[config.mk]
export PLATFORM = sky130hd
export DESIGN_NAME = fbfla_ctrl
export DESIGN_NICKNAME = d
export VERILOG_FILES = /design/src/rtl/fbfla_pkg.sv /design/src/rtl/fbfla_ctrl.sv
export SDC_FILE = /design/constraint.sdc
export NUM_CORES = 1
export LEC_CHECK = 0
export BUFFER_PORTS_ARGS = -buffer_cell sky130_fd_sc_hd__buf_4
export CORE_AREA = 5 5 42 44
export CTS_BUF_LIST = sky130_fd_sc_hd__clkbuf_16
export DETAILED_ROUTE_END_ITERATION = 16
export DIE_AREA = 0 0 47 49
export PLACE_DENSITY = 0.41
export SETUP_SLACK_MARGIN = 0.4
export SLEW_MARGIN = 15
export SYNTH_ARGS = -nofsm -noshare
export SYNTH_HDL_FRONTEND = slang
export SYNTH_SLANG_ARGS = --single-unit
export TNS_END_PERCENT = 10
[constraint.sdc]
create_clock -name clk -period 1.7 [get_ports clk]
set_input_delay 0.085 -clock clk [delete_from_list [all_inputs] [get_ports clk]]
set_output_delay 0.085 -clock clk [all_outputs]
set_load 0.03 [all_outputs]
[src/rtl/fbfla_pkg.sv]
// ----------------------------------------------------------------------------
// fbfla_pkg
// Shared widths, request and status codes, register indexes and the
// controller command bundle of the block free-list allocator.
// ----------------------------------------------------------------------------
package fbfla_pkg;

  localparam int REQ_W   = 2;
  localparam int BIDX_W  = 10;
  localparam int OWNER_W = 8;
  localparam int STAT_W  = 2;
  localparam int OFF_W   = 32;

  localparam int BC_W    = 11;
  localparam int BS_W    = 21;
  localparam int PID_W   = 8;
  localparam int CFG_IDX_W = 2;
  localparam int CFG_DATA_W = 32;

  // request codes
  localparam logic [REQ_W-1:0] REQ_ALLOC   = 2'd0;
  localparam logic [REQ_W-1:0] REQ_RELEASE = 2'd1;
  localparam logic [REQ_W-1:0] REQ_REBUILD = 2'd2;

  // status codes
  localparam logic [STAT_W-1:0] ST_OK         = 2'd0;
  localparam logic [STAT_W-1:0] ST_EMPTY      = 2'd1;
  localparam logic [STAT_W-1:0] ST_WRONG_POOL = 2'd2;
  localparam logic [STAT_W-1:0] ST_RANGE      = 2'd3;

  // register indexes
  localparam logic [CFG_IDX_W-1:0] CFG_BLOCK_COUNT  = 2'd0;
  localparam logic [CFG_IDX_W-1:0] CFG_BLOCK_SIZE   = 2'd1;
  localparam logic [CFG_IDX_W-1:0] CFG_FIRST_OFFSET = 2'd2;
  localparam logic [CFG_IDX_W-1:0] CFG_POOL_ID      = 2'd3;

  // commands from controller to datapath
  typedef struct packed {
    logic accept;   // input word taken this cycle
    logic commit;   // link read data is back, finish the head update
    logic load;     // load result into output register
  } cmd_t;

endpackage

[src/rtl/fbfla_ctrl.sv]
// ----------------------------------------------------------------------------
// fbfla_ctrl
// Request sequencer: accepts a word, waits in S_FIN for the link read,
// then hands the result to the output register when it is free.
// ----------------------------------------------------------------------------
module fbfla_ctrl (
  input  logic            clk,
  input  logic            rst_n,
  input  logic            in_valid,
  output logic            in_ready,
  output logic            out_valid,
  input  logic            out_ready,
  output fbfla_pkg::cmd_t cmd
);
  import fbfla_pkg::*;

  typedef enum logic [1:0] {
    S_IDLE,
    S_FIN,
    S_WAIT
  } state_t;

  state_t state_r, state_nxt;
  logic   out_valid_r, out_valid_nxt;
  logic   out_free;

  assign out_free   = !out_valid_r || out_ready;
  assign in_ready   = (state_r == S_IDLE);
  assign out_valid  = out_valid_r;

  always_comb begin
    cmd        = '0;
    cmd.accept = in_ready && in_valid;
    cmd.commit = (state_r == S_FIN);
    cmd.load   = ((state_r == S_FIN) || (state_r == S_WAIT)) && out_free;
  end

  always_comb begin
    state_nxt = state_r;
    unique case (state_r)
      S_IDLE: begin
        if (cmd.accept) begin
          state_nxt = S_FIN;
        end
      end
      S_FIN: begin
        state_nxt = out_free ? S_IDLE : S_WAIT;
      end
      S_WAIT: begin
        if (out_free) begin
          state_nxt = S_IDLE;
        end
      end
      default: state_nxt = S_IDLE;
    endcase
    out_valid_nxt = cmd.load ? 1'b1 : (out_ready ? 1'b0 : out_valid_r);
  end

  always_ff @(posedge clk) begin
    if (!rst_n) begin
      state_r     <= S_IDLE;
      out_valid_r <= 1'b0;
    end else begin
      state_r     <= state_nxt;
      out_valid_r <= out_valid_nxt;
    end
  end

endmodule

==> results of run 1 <==
-- cell families (layout without fill, tap and decap cells) --
logic type | count (synthesis) | in the layout
simple gates | 7 | 7
buf+inv | 3 | 14
compound gates | 5 | 5
flops | 3 | 3
fa+ha+maj | 3 | 3
-- worst paths after layout --
kind | to | slack (ps) | cells after the start
max | cmd[0] | 440 | 4
min | out_valid | 90 | 2
max reg2reg | state_r[0] | 540 | 5
min reg2reg | state_r[1] | 490 | 2
-- sequential cells by signal (all words and copies together) (netlist names) --
register / count
state_r: 2
out_valid: 1
-- layout by cell type, fill, tap and decap left out --
| master | n |
|---|---|
| and2_1 | 1 |
| nand4bb_1 | 1 |
| dfxtp_1 | 2 |
| and2b_2 | 1 |
| ha_4 | 1 |
| buf_4 | 8 |
| nor2b_1 | 2 |
| a21boi_1 | 1 |
| and3b_1 | 1 |
| ha_1 | 2 |
| o21ai_0 | 2 |
| clkbuf_16 | 3 |
| nand2b_1 | 1 |
| inv_2 | 2 |
| a21oi_1 | 1 |
| inv_1 | 1 |
| o21a_1 | 1 |
| dfxtp_2 | 1 |
-- per-layer routing --
layer	share of wire	vias up	GRT usage
met5	0	-	0
met4	0.035	0	0.0691
met3	0.017	2	0
met2	0.62	4	0.0860
met1	0.33	87	0.0241
li1	-	90	-
-- synth_stat cells, drive strengths merged --
master and instances:
o21ai 2, o21a 1, a21boi 1, nor2b 2
a21oi 1, and2b 1, and3b 1, inv 2
buf 1, dfxtp 3, and2 1, nand4bb 1
ha 3, nand2b 1
-- area by class of cell --
type	count	area, µm²
fillers	159	1040
inverters	2	7.51
well taps	16	20.0
flip-flops and latches	3	61.3
multi-input cells	15	134
clock buffers	3	75.1
repair buffers	8	60.1
clock inverters	1	3.75
-- worst max-delay path: cells and delay by family (launching register included) --
family / cells / cell delay [ps]
adders and majority gates: 1 / 260
buffers and inverters: 2 / 230
DFF: 1 / 340
and+or+nand+nor: 1 / 120
-- what timing repair did --
item                                    in CTS  in global routing
hold buffers                                 0                  0
buffers inserted                             0                  0
resized for setup                            1                  3
endpoints found under the setup margin       1                  1
-- power groups by stage --
| stage | sequential (mW) | clock, mW | combinational (mW) |
|---|---|---|---|
| 2_1_floorplan | 0.0813 | 0 | 0.0395 |
| 3_3_place_gp | 0.0779 | 0 | 0.0643 |
| 3_5_place_dp | 0.0781 | 0 | 0.0654 |
| 4_1_cts | 0.0771 | 0.374 | 0.0690 |
| 5_1_grt | 0.0779 | 0.381 | 0.0722 |
| 6_report | 0.0777 | 0.365 | 0.0683 |
-- per-stage QoR --
stage                     cells  hold WS [ps]
after floorplan              21           202
after global placement       44           311
after detailed placement     44           317
after CTS                    48          87.1
after global routing         48          91.2
final                        48          86.0
==> reports/qor.txt, run 1 <==
power share of the sequential group: 0.152
Synthesized Nets: 28
power per cell area: 1410 nW/µm²
Layout area overhead: 84.1%
top cells by area, synth: dfxtp_1, ha_1, nor2b_1
Max-slew headroom: 0.907
initial antenna violation count: 0
Core Area: 1400 µm²
largest net degree at the start of global routing: 5
First-pass DRT Iterations: 1
clk_skew: 0.173 ps
Worst VDD drop: 0.614 mV
Yosys Warn Count: 0
placed cell area: 269 µm²
RSZ-0062 raised after global routing: false
CTS Sinks: 3
sequential share of the synthesized area: 0.306
post-DR wirelength/cell: 9.60 µm
setup TNS after final layout: 0 ps
Inserted Diodes: 0
mux contribution to synthesized area: 0
chip width: 47 µm
DRC: 0
Synth Cell Area: 196 µm²
min Tclk post-route: 1260 ps
Req. time, crit path: 1620 ps
pre-CTS setup slack: 540 ps
htree depth: 1
Internal: 0.409 mW
Final WS setup: 437 ps
Initial Util: 0.140
Final Max Tran Viols: 0
share of layout cells above drive strength 1: 0.500
largest stage delay on the critical path: 340 ps
TritonCTS buffer count: 3
global-route wire length before repair: 683 µm
Synth Area in Compound Gates: 0.153
XOR/XNOR Fraction of Synth Area: 0
CTS tree: done
status: finished clean
Synth Area in Adders: 0.191
area share of and/or/nand/nor cells after synthesis: 0.274
CP max FO: 3
Hold Crit Class: input port to flip-flop
post-route ant nets: 0
overall power: 0.511 mW
post-layout net count: 40
initial DRC count: 0
Max Cap Viol: 0
Final Setup Violations: 0
Mapped Avg Cell Area: 9.35 µm²
Worst-Margin Slew: 139 ps
Worst setup SP type: flip-flop
signal arrival time at the worst endpoint: 1180 ps
slowest CP cell: dfxtp_1
num rows: 14
Yosys top cell area share: 0.306
part of the power in combinational logic: 0.134
Die ar.: 2300 µm²
vias in the first global route: 187
crit path launch: state_r[0]
Final Instance Area: 362 µm²
area leader, netlist: dfxtp_1
Max Freq: 792 MHz
Post-Synthesis Cells: 21
routed vias: 183
final hold viol count: 0
RR Startpoint: state_r[0]
root cell of the clock tree: clkbuf_16
Final Core Density: 0.258
Worst-path clk slew: 30 ps
All-Layer GR Usage: 0.0450
DIE HEIGHT: 49 µm
GR Overflow Total: 0
num ports: 9
Sw Ratio: 0.201
Setup crit end kind: output pin
combinational family with the most area after synthesis: simple AND/OR/NAND/NOR gates
Yosys cell types: 14
post-synthesis sequential element count: 3
LEAKAGE: 0.166 nW
worst skew pair latency: 220 ps
Clock power frac: 0.714
Max Root-Sink Buffers: 2
NetSw: 0.103 mW
# port buffers: 8
Hold Crit Start: rst_n
WL final: 461 µm
ratio of final minimum period to clock period: 0.743
placer's final routability congestion estimate: 0.758
WS Path Type: flip-flop to output pin
vias per cell: 3.81
cells along the critical path: inv_2, ha_4, nor2b_1, buf_4
DPL Wire Length: 369 µm
No activity file was read; power rests on OpenSTA's default activity.
==> run 2: changes to the inputs <==
--- a/config.mk
+++ b/config.mk
@@ -10,7 +10,7 @@
 export CTS_BUF_LIST = sky130_fd_sc_hd__clkbuf_16
 export DETAILED_ROUTE_END_ITERATION = 16
 export DIE_AREA = 0 0 47 49
-export PLACE_DENSITY = 0.41
+export PLACE_DENSITY = 0.42
 export SETUP_SLACK_MARGIN = 0.4
 export SLEW_MARGIN = 15
 export SYNTH_ARGS = -nofsm -noshare
==> constraint.sdc (replaced) <==
create_clock -name clk -period 1.05 [get_ports clk]
set_input_delay 0.0525 -clock clk [delete_from_list [all_inputs] [get_ports clk]]
set_output_delay 0.0525 -clock clk [all_outputs]
set_load 0.03 [all_outputs]
==> run 2 against run 1 <==
Against the previous run:
- the run now ends with setup timing left
- largest cell class unchanged
- clock skew up 0.67 ps
- clock-buffer cell count unchanged
- via count up 12%
- critical endpoint is now state_r[0]
- die area unchanged
- cell count up 8.3%
- power up 72%
==> reports/qor.txt, run 2 (same netlist as run 1, synthesis figures left out) <==
CP max FO: 3 (unchanged)
WS Path Type: flip-flop to flip-flop
Req. time, crit path: 1200 ps (-420 ps)
final hold viol count: 0 (unchanged)
Initial Util: 0.140 (unchanged)
leading cell type in the layout, fill and taps excluded: buf_4
hold-critical path endpoint: out_valid
Final Instance Area: 454 µm² (+26%)
Storage cell area: 63.8 µm² (+4.1%)
post-DR wirelength/cell: 10.9 µm (+14%)
vias per cell: 3.94 (+3.4%)
post-layout net count: 44 (+10%)
DRC: 0 (unchanged)
Inserted Diodes: 0 (unchanged)
initial antenna violation count: 0 (unchanged)
share of layout cells above drive strength 1: 0.833 (+0.333)
ratio of final minimum period to clock period: 1.15
hold depth: 2 (unchanged)
routed vias: 205 (+12%)
clk_skew: 0.844 ps (+0.671 ps)
violated checks: setup timing
power per cell area: 1940 nW/µm² (+37%)
Final WS setup: -159 ps (-596 ps)
global-route wire length before repair: 834 µm (+22%)
Max Root-Sink Buffers: 2 (unchanged)
Multi-input gate area: 179 µm² (+34%)
Max-slew headroom: 0.898 (-0.00817)
num rows: 14 (unchanged)
Hold Crit Class: input port to flip-flop
placer's final routability congestion estimate: 0.720 (-5.0%)
largest net degree at the start of global routing: 5 (unchanged)
Register-to-Register Path Depth: 5 (unchanged)
slowest CP cell: dfxtp_2
Layout area overhead: 131%
Worst-path clk slew: 30 ps (about the same)
placed cell area: 302 µm² (+12%)
LEAKAGE: 0.202 nW (+22%)
WP buf/inv: 1 (-1)
vias in the first global route: 201 (+7.5%)
Worst VDD drop: 0.939 mV (+53%)
TritonCTS buffer count: 3 (unchanged)
status: finished with violations
post-route ant nets: 0 (unchanged)
First-pass DRT Iterations: 4 (+3)
Filler Cells Inserted: 151 (-5.0%)
most frequent cells in the layout: buf_4, buf_6, clkbuf_16, dfxtp_2
Final Core Density: 0.324 (+0.0661)
cells along the critical path: buf_4, ha_2, and3b_2, nand2b_4, a21oi_2
reg-to-reg endpoint: state_r[0]
Worst R2R Setup Slack: -160 ps (-700 ps)
Setup crit end kind: flip-flop
CP delay by family, top: simple AND/OR/NAND/NOR gates
max reg flops: 2 (unchanged)
Hold Crit Start: rst_n
CTS Sinks: 3 (unchanged)
Max Freq: 827 MHz
num ports: 9 (unchanged)
initial DRC count: 2 (+2)
CTS tree: done
root cell of the clock tree: clkbuf_16
RR Startpoint: state_r[1]
Worst setup SP type: flip-flop
WL final: 567 µm (+23%)
signal arrival time at the worst endpoint: 1360 ps (+180 ps)
Final Setup Violations: 5 (+5)
chip width: 47 µm (unchanged)
Final Max Tran Viols: 0 (unchanged)
RSZ-0062 raised after global routing: true
DIE HEIGHT: 49 µm (unchanged)
min Tclk post-route: 1210 ps
Worst-Margin Slew: 151 ps (+12.7 ps)
DPL Wire Length: 361 µm (-2.2%)
# port buffers: 8 (unchanged)
htree depth: 1 (unchanged)
worst skew pair latency: 220 ps (about the same)
setup TNS after final layout: -447 ps (-447 ps)
largest stage delay on the critical path: 320 ps (-20 ps)
Top reg by flops: state_r
Max Cap Viol: 0 (unchanged)
Die ar.: 2300 µm² (unchanged)
GR Overflow Total: 0 (unchanged)
Core Area: 1400 µm² (unchanged)
All-Layer GR Usage: 0.0605 (+0.0155)
## run 2: worst max-delay path by stage
stage | from | end | depth (start not counted)
floorplan | state_r[1] | state_r[1] | 5
global placement | state_r[0] | state_r[0] | 5
detailed placement | state_r[0] | state_r[0] | 5
CTS | state_r[0] | cmd[0] | 4
global route | state_r[1] | state_r[0] | 5
finish | state_r[1] | state_r[0] | 5
## run 2: power by group
group / internal (mW) / total (mW) / switching, mW
clock: 0.491 / 0.600 / 0.108
combinational: 0.0802 / 0.153 / 0.0728
sequential: 0.123 / 0.127 / 0.00459
## run 2: area by class of cell
class | count | share of cell area
multi-input combinational | 15 | 0.394
clock buffer | 3 | 0.165
inverter | 2 | 0.0165
timing repair buffer | 12 | 0.231
clock inverter | 1 | 0.00826
tap | 16 | 0.0441
sequential | 3 | 0.140
## run 2: metal layers
| metal | global-route usage | vias to the layer above | wire length [µm] |
|---|---|---|---|
| li1 | - | 103 | - |
| met1 | 0.0503 | 88 | 206 |
| met2 | 0.0701 | 10 | 257 |
| met3 | 0.0406 | 4 | 62 |
| met4 | 0.0968 | 0 | 40 |
| met5 | 0 | - | 0 |
## run 2: repair_timing
item	in CTS	in global routing
gates resized for setup	4	10
endpoints found under the setup margin	8	8
setup buffers	3	0
pin swaps	1	2
hold buffers	0	0
cloned	0	0
## run 2: through the flow
step	hold slack, ps	setup slack [ps]	total power, mW	std cells
after detailed placement	280	-69.6	0.248	45
final	50.8	-159	0.880	52
after global routing	64.4	-190	0.920	52
after CTS	49.0	-150	0.876	52
after global placement	280	-67.2	0.248	45
after floorplan	170	29.4	0.210	21
==> run 3: changes to the inputs <==
--- a/config.mk
+++ b/config.mk
@@ -7,10 +7,10 @@
 export LEC_CHECK = 0
 export BUFFER_PORTS_ARGS = -buffer_cell sky130_fd_sc_hd__buf_4
 export CORE_AREA = 5 5 42 44
-export CTS_BUF_LIST = sky130_fd_sc_hd__clkbuf_16
+export CTS_BUF_LIST = sky130_fd_sc_hd__clkbuf_4
 export DETAILED_ROUTE_END_ITERATION = 16
 export DIE_AREA = 0 0 47 49
-export PLACE_DENSITY = 0.42
+export PLACE_DENSITY = 0.41
 export SETUP_SLACK_MARGIN = 0.4
 export SLEW_MARGIN = 15
 export SYNTH_ARGS = -nofsm -noshare
==> constraint.sdc (replaced) <==
create_clock -name clk -period 1.5 [get_ports clk]
set_input_delay 0.075 -clock clk [delete_from_list [all_inputs] [get_ports clk]]
set_output_delay 0.075 -clock clk [all_outputs]
set_load 0.03 [all_outputs]
==> run 3 against run 2 <==
Against the previous run:
- the flow now finishes without violations
- register-to-register slack improved by 510 ps
- sequential share of layout area rose by 3.9 points
- hold slack improved by 27 ps
- worst setup slack improved by 460 ps
- core utilization fell by 7.6 points
- largest power group unchanged
- die area did not move
- critical path depth fell by 1
- cell count fell by 1.9%
- final area fell by 23%
- critical endpoint is now cmd[0]
- largest cell class unchanged
- clock power fell by 74%
- flip-flop and latch count did not move
- combinational power fell by 44%
==> reports/qor.txt, run 3 (same netlist as run 1, synthesis figures left out) <==
status: finished clean
post-route ant nets: 0 (unchanged)
initial DRC count: 1 (-1)
Top reg by flops: state_r
placed cell area: 282 µm² (-6.6%)
ratio of final minimum period to clock period: 0.801
Max Cap Viol: 0 (unchanged)
Hold Crit Class: input port to flip-flop
Filler Cells Inserted: 161 (+6.6%)
DIE HEIGHT: 49 µm (unchanged)
num ports: 9 (unchanged)
# port buffers: 8 (unchanged)
Max Freq: 832 MHz
vias per cell: 3.51 (-11%)
CP max FO: 3 (unchanged)
cells along the critical path: inv_2, ha_4, nor2b_4, buf_6
Final Setup Violations: 0 (-5)
htree depth: 1 (unchanged)
WL final: 443 µm (-22%)
post-DR wirelength/cell: 8.69 µm (-20%)
most frequent cells in the layout: buf_4, clkbuf_4, inv_2, ha_1, dfxtp_2
Worst R2R Setup Slack: 350 ps (+510 ps)
Hold Crit Start: rst_n
power per cell area: 945 nW/µm² (-51%)
LEAKAGE: 0.161 nW (-21%)
largest stage delay on the critical path: 320 ps (about the same)
root cell of the clock tree: clkbuf_4
TritonCTS buffer count: 3 (unchanged)
share of layout cells above drive strength 1: 0.629 (-0.205)
clk_skew: 1.06 ps (+0.218 ps)
chip width: 47 µm (unchanged)
signal arrival time at the worst endpoint: 1130 ps (-230 ps)
Layout area overhead: 77.1%
global-route wire length before repair: 807 µm (-3.2%)
Worst setup SP type: flip-flop
crit path launch: state_r[0]
initial antenna violation count: 0 (unchanged)
Worst VDD drop: 0.345 mV (-63%)
First-pass DRT Iterations: 3 (-1)
Worst-Margin Slew: 149 ps (-2.58 ps)
placer's final routability congestion estimate: 0.754 (+4.6%)
post-layout net count: 43 (-2.3%)
GR Overflow Total: 0 (unchanged)
Final Max Tran Viols: 0 (unchanged)
All-Layer GR Usage: 0.0493 (-0.0112)
min Tclk post-route: 1200 ps
max reg flops: 2 (unchanged)
reg-to-reg endpoint: state_r[1]
Register-to-Register Path Depth: 5 (unchanged)
final hold viol count: 0 (unchanged)
DPL Wire Length: 369 µm (+2.2%)
Max-slew headroom: 0.900 (+0.00135)
WS Path Type: flip-flop to output pin
setup TNS after final layout: 0 ps (+447 ps)
Die ar.: 2300 µm² (unchanged)
Setup crit end kind: output pin
RSZ-0062 raised after global routing: true
leading cell type in the layout, fill and taps excluded: buf_4
vias in the first global route: 206 (+2.5%)
largest net degree at the start of global routing: 5 (unchanged)
Core Area: 1400 µm² (unchanged)
Inserted Diodes: 0 (unchanged)
Req. time, crit path: 1420 ps (+220 ps)
DRC: 0 (unchanged)
Max Root-Sink Buffers: 2 (unchanged)
slowest CP cell: dfxtp_2
CTS Sinks: 3 (unchanged)
RR Startpoint: state_r[1]
CTS tree: done
Worst-path clk slew: 40 ps (about the same)
num rows: 14 (unchanged)
Initial Util: 0.140 (unchanged)
hold depth: 2 (unchanged)
Post-CTS Hold Buffers: 0 (unchanged)
Final Instance Area: 348 µm² (-23%)
routed vias: 179 (-13%)
hold-critical path endpoint: out_valid
worst skew pair latency: 230 ps (about the same)
-- run 3: timing repair --
item / CTS / global route
pin swaps: 0 / 0
hold endpoints to repair: 0 / 0
buffers inserted: 3 / 0
resized for setup: 6 / 1
endpoints found under the setup margin: 5 / 5
-- run 3: worst max path at each step --
| stage | to | slack, ps | cells after the start |
|---|---|---|---|
| after floorplan | state_r[1] | 410 | 5 |
| after global placement | state_r[0] | 330 | 5 |
| after detailed placement | state_r[0] | 350 | 5 |
| after CTS | cmd[0] | 290 | 4 |
| after global routing | cmd[0] | 260 | 4 |
| final | cmd[0] | 300 | 4 |
-- run 3: stage by stage --
stage / cells / setup slack (ps) / total power, mW / util / hold slack, ps
after floorplan: 21 / 407 / 0.142 / - / 192
after global placement: 44 / 333 / 0.166 / 0.201 / 309
after detailed placement: 44 / 349 / 0.166 / 0.201 / 311
after CTS: 51 / 286 / 0.340 / 0.248 / 72.0
after global routing: 51 / 259 / 0.349 / 0.248 / 101
final: 51 / 298 / 0.329 / 0.248 / 77.7
-- run 3: report_power, final --
group | total, mW | leakage, nW | internal (mW) | switching, mW
Sequential | 0.0881 | 0.0254 | 0.0854 | 0.00275
Clock | 0.154 | 0.0184 | 0.117 | 0.0370
Combinational | 0.0861 | 0.117 | 0.0415 | 0.0446
-- run 3: final cells by class --
class	instances	area, µm²	area share
inverter	2	7.51	0.0216
tap	16	20.0	0.0576
clock buffer	4	30.0	0.0863
timing repair buffer	11	86.3	0.248
multi-input combinational	15	141	0.406
sequential	3	62.6	0.180
-- run 3: layer usage --
layer	vias up	routed length, µm	share of wire	GRT usage
met2	1	295	0.67	0.0860
met5	-	0	0	0
met3	0	11	0.025	0.0111
met1	82	136	0.31	0.0439
li1	96	-	-	-
met4	0	0	0	0.0415
-- run 3: worst max-delay path, delay by kind of cell, from the launching register on --
kind | cells | cell delay, ps
flip-flops | 1 | 320
adder cells (fa/ha/maj) | 1 | 260
buffers and inverters | 2 | 180
AND/OR/NAND/NOR | 1 | 130
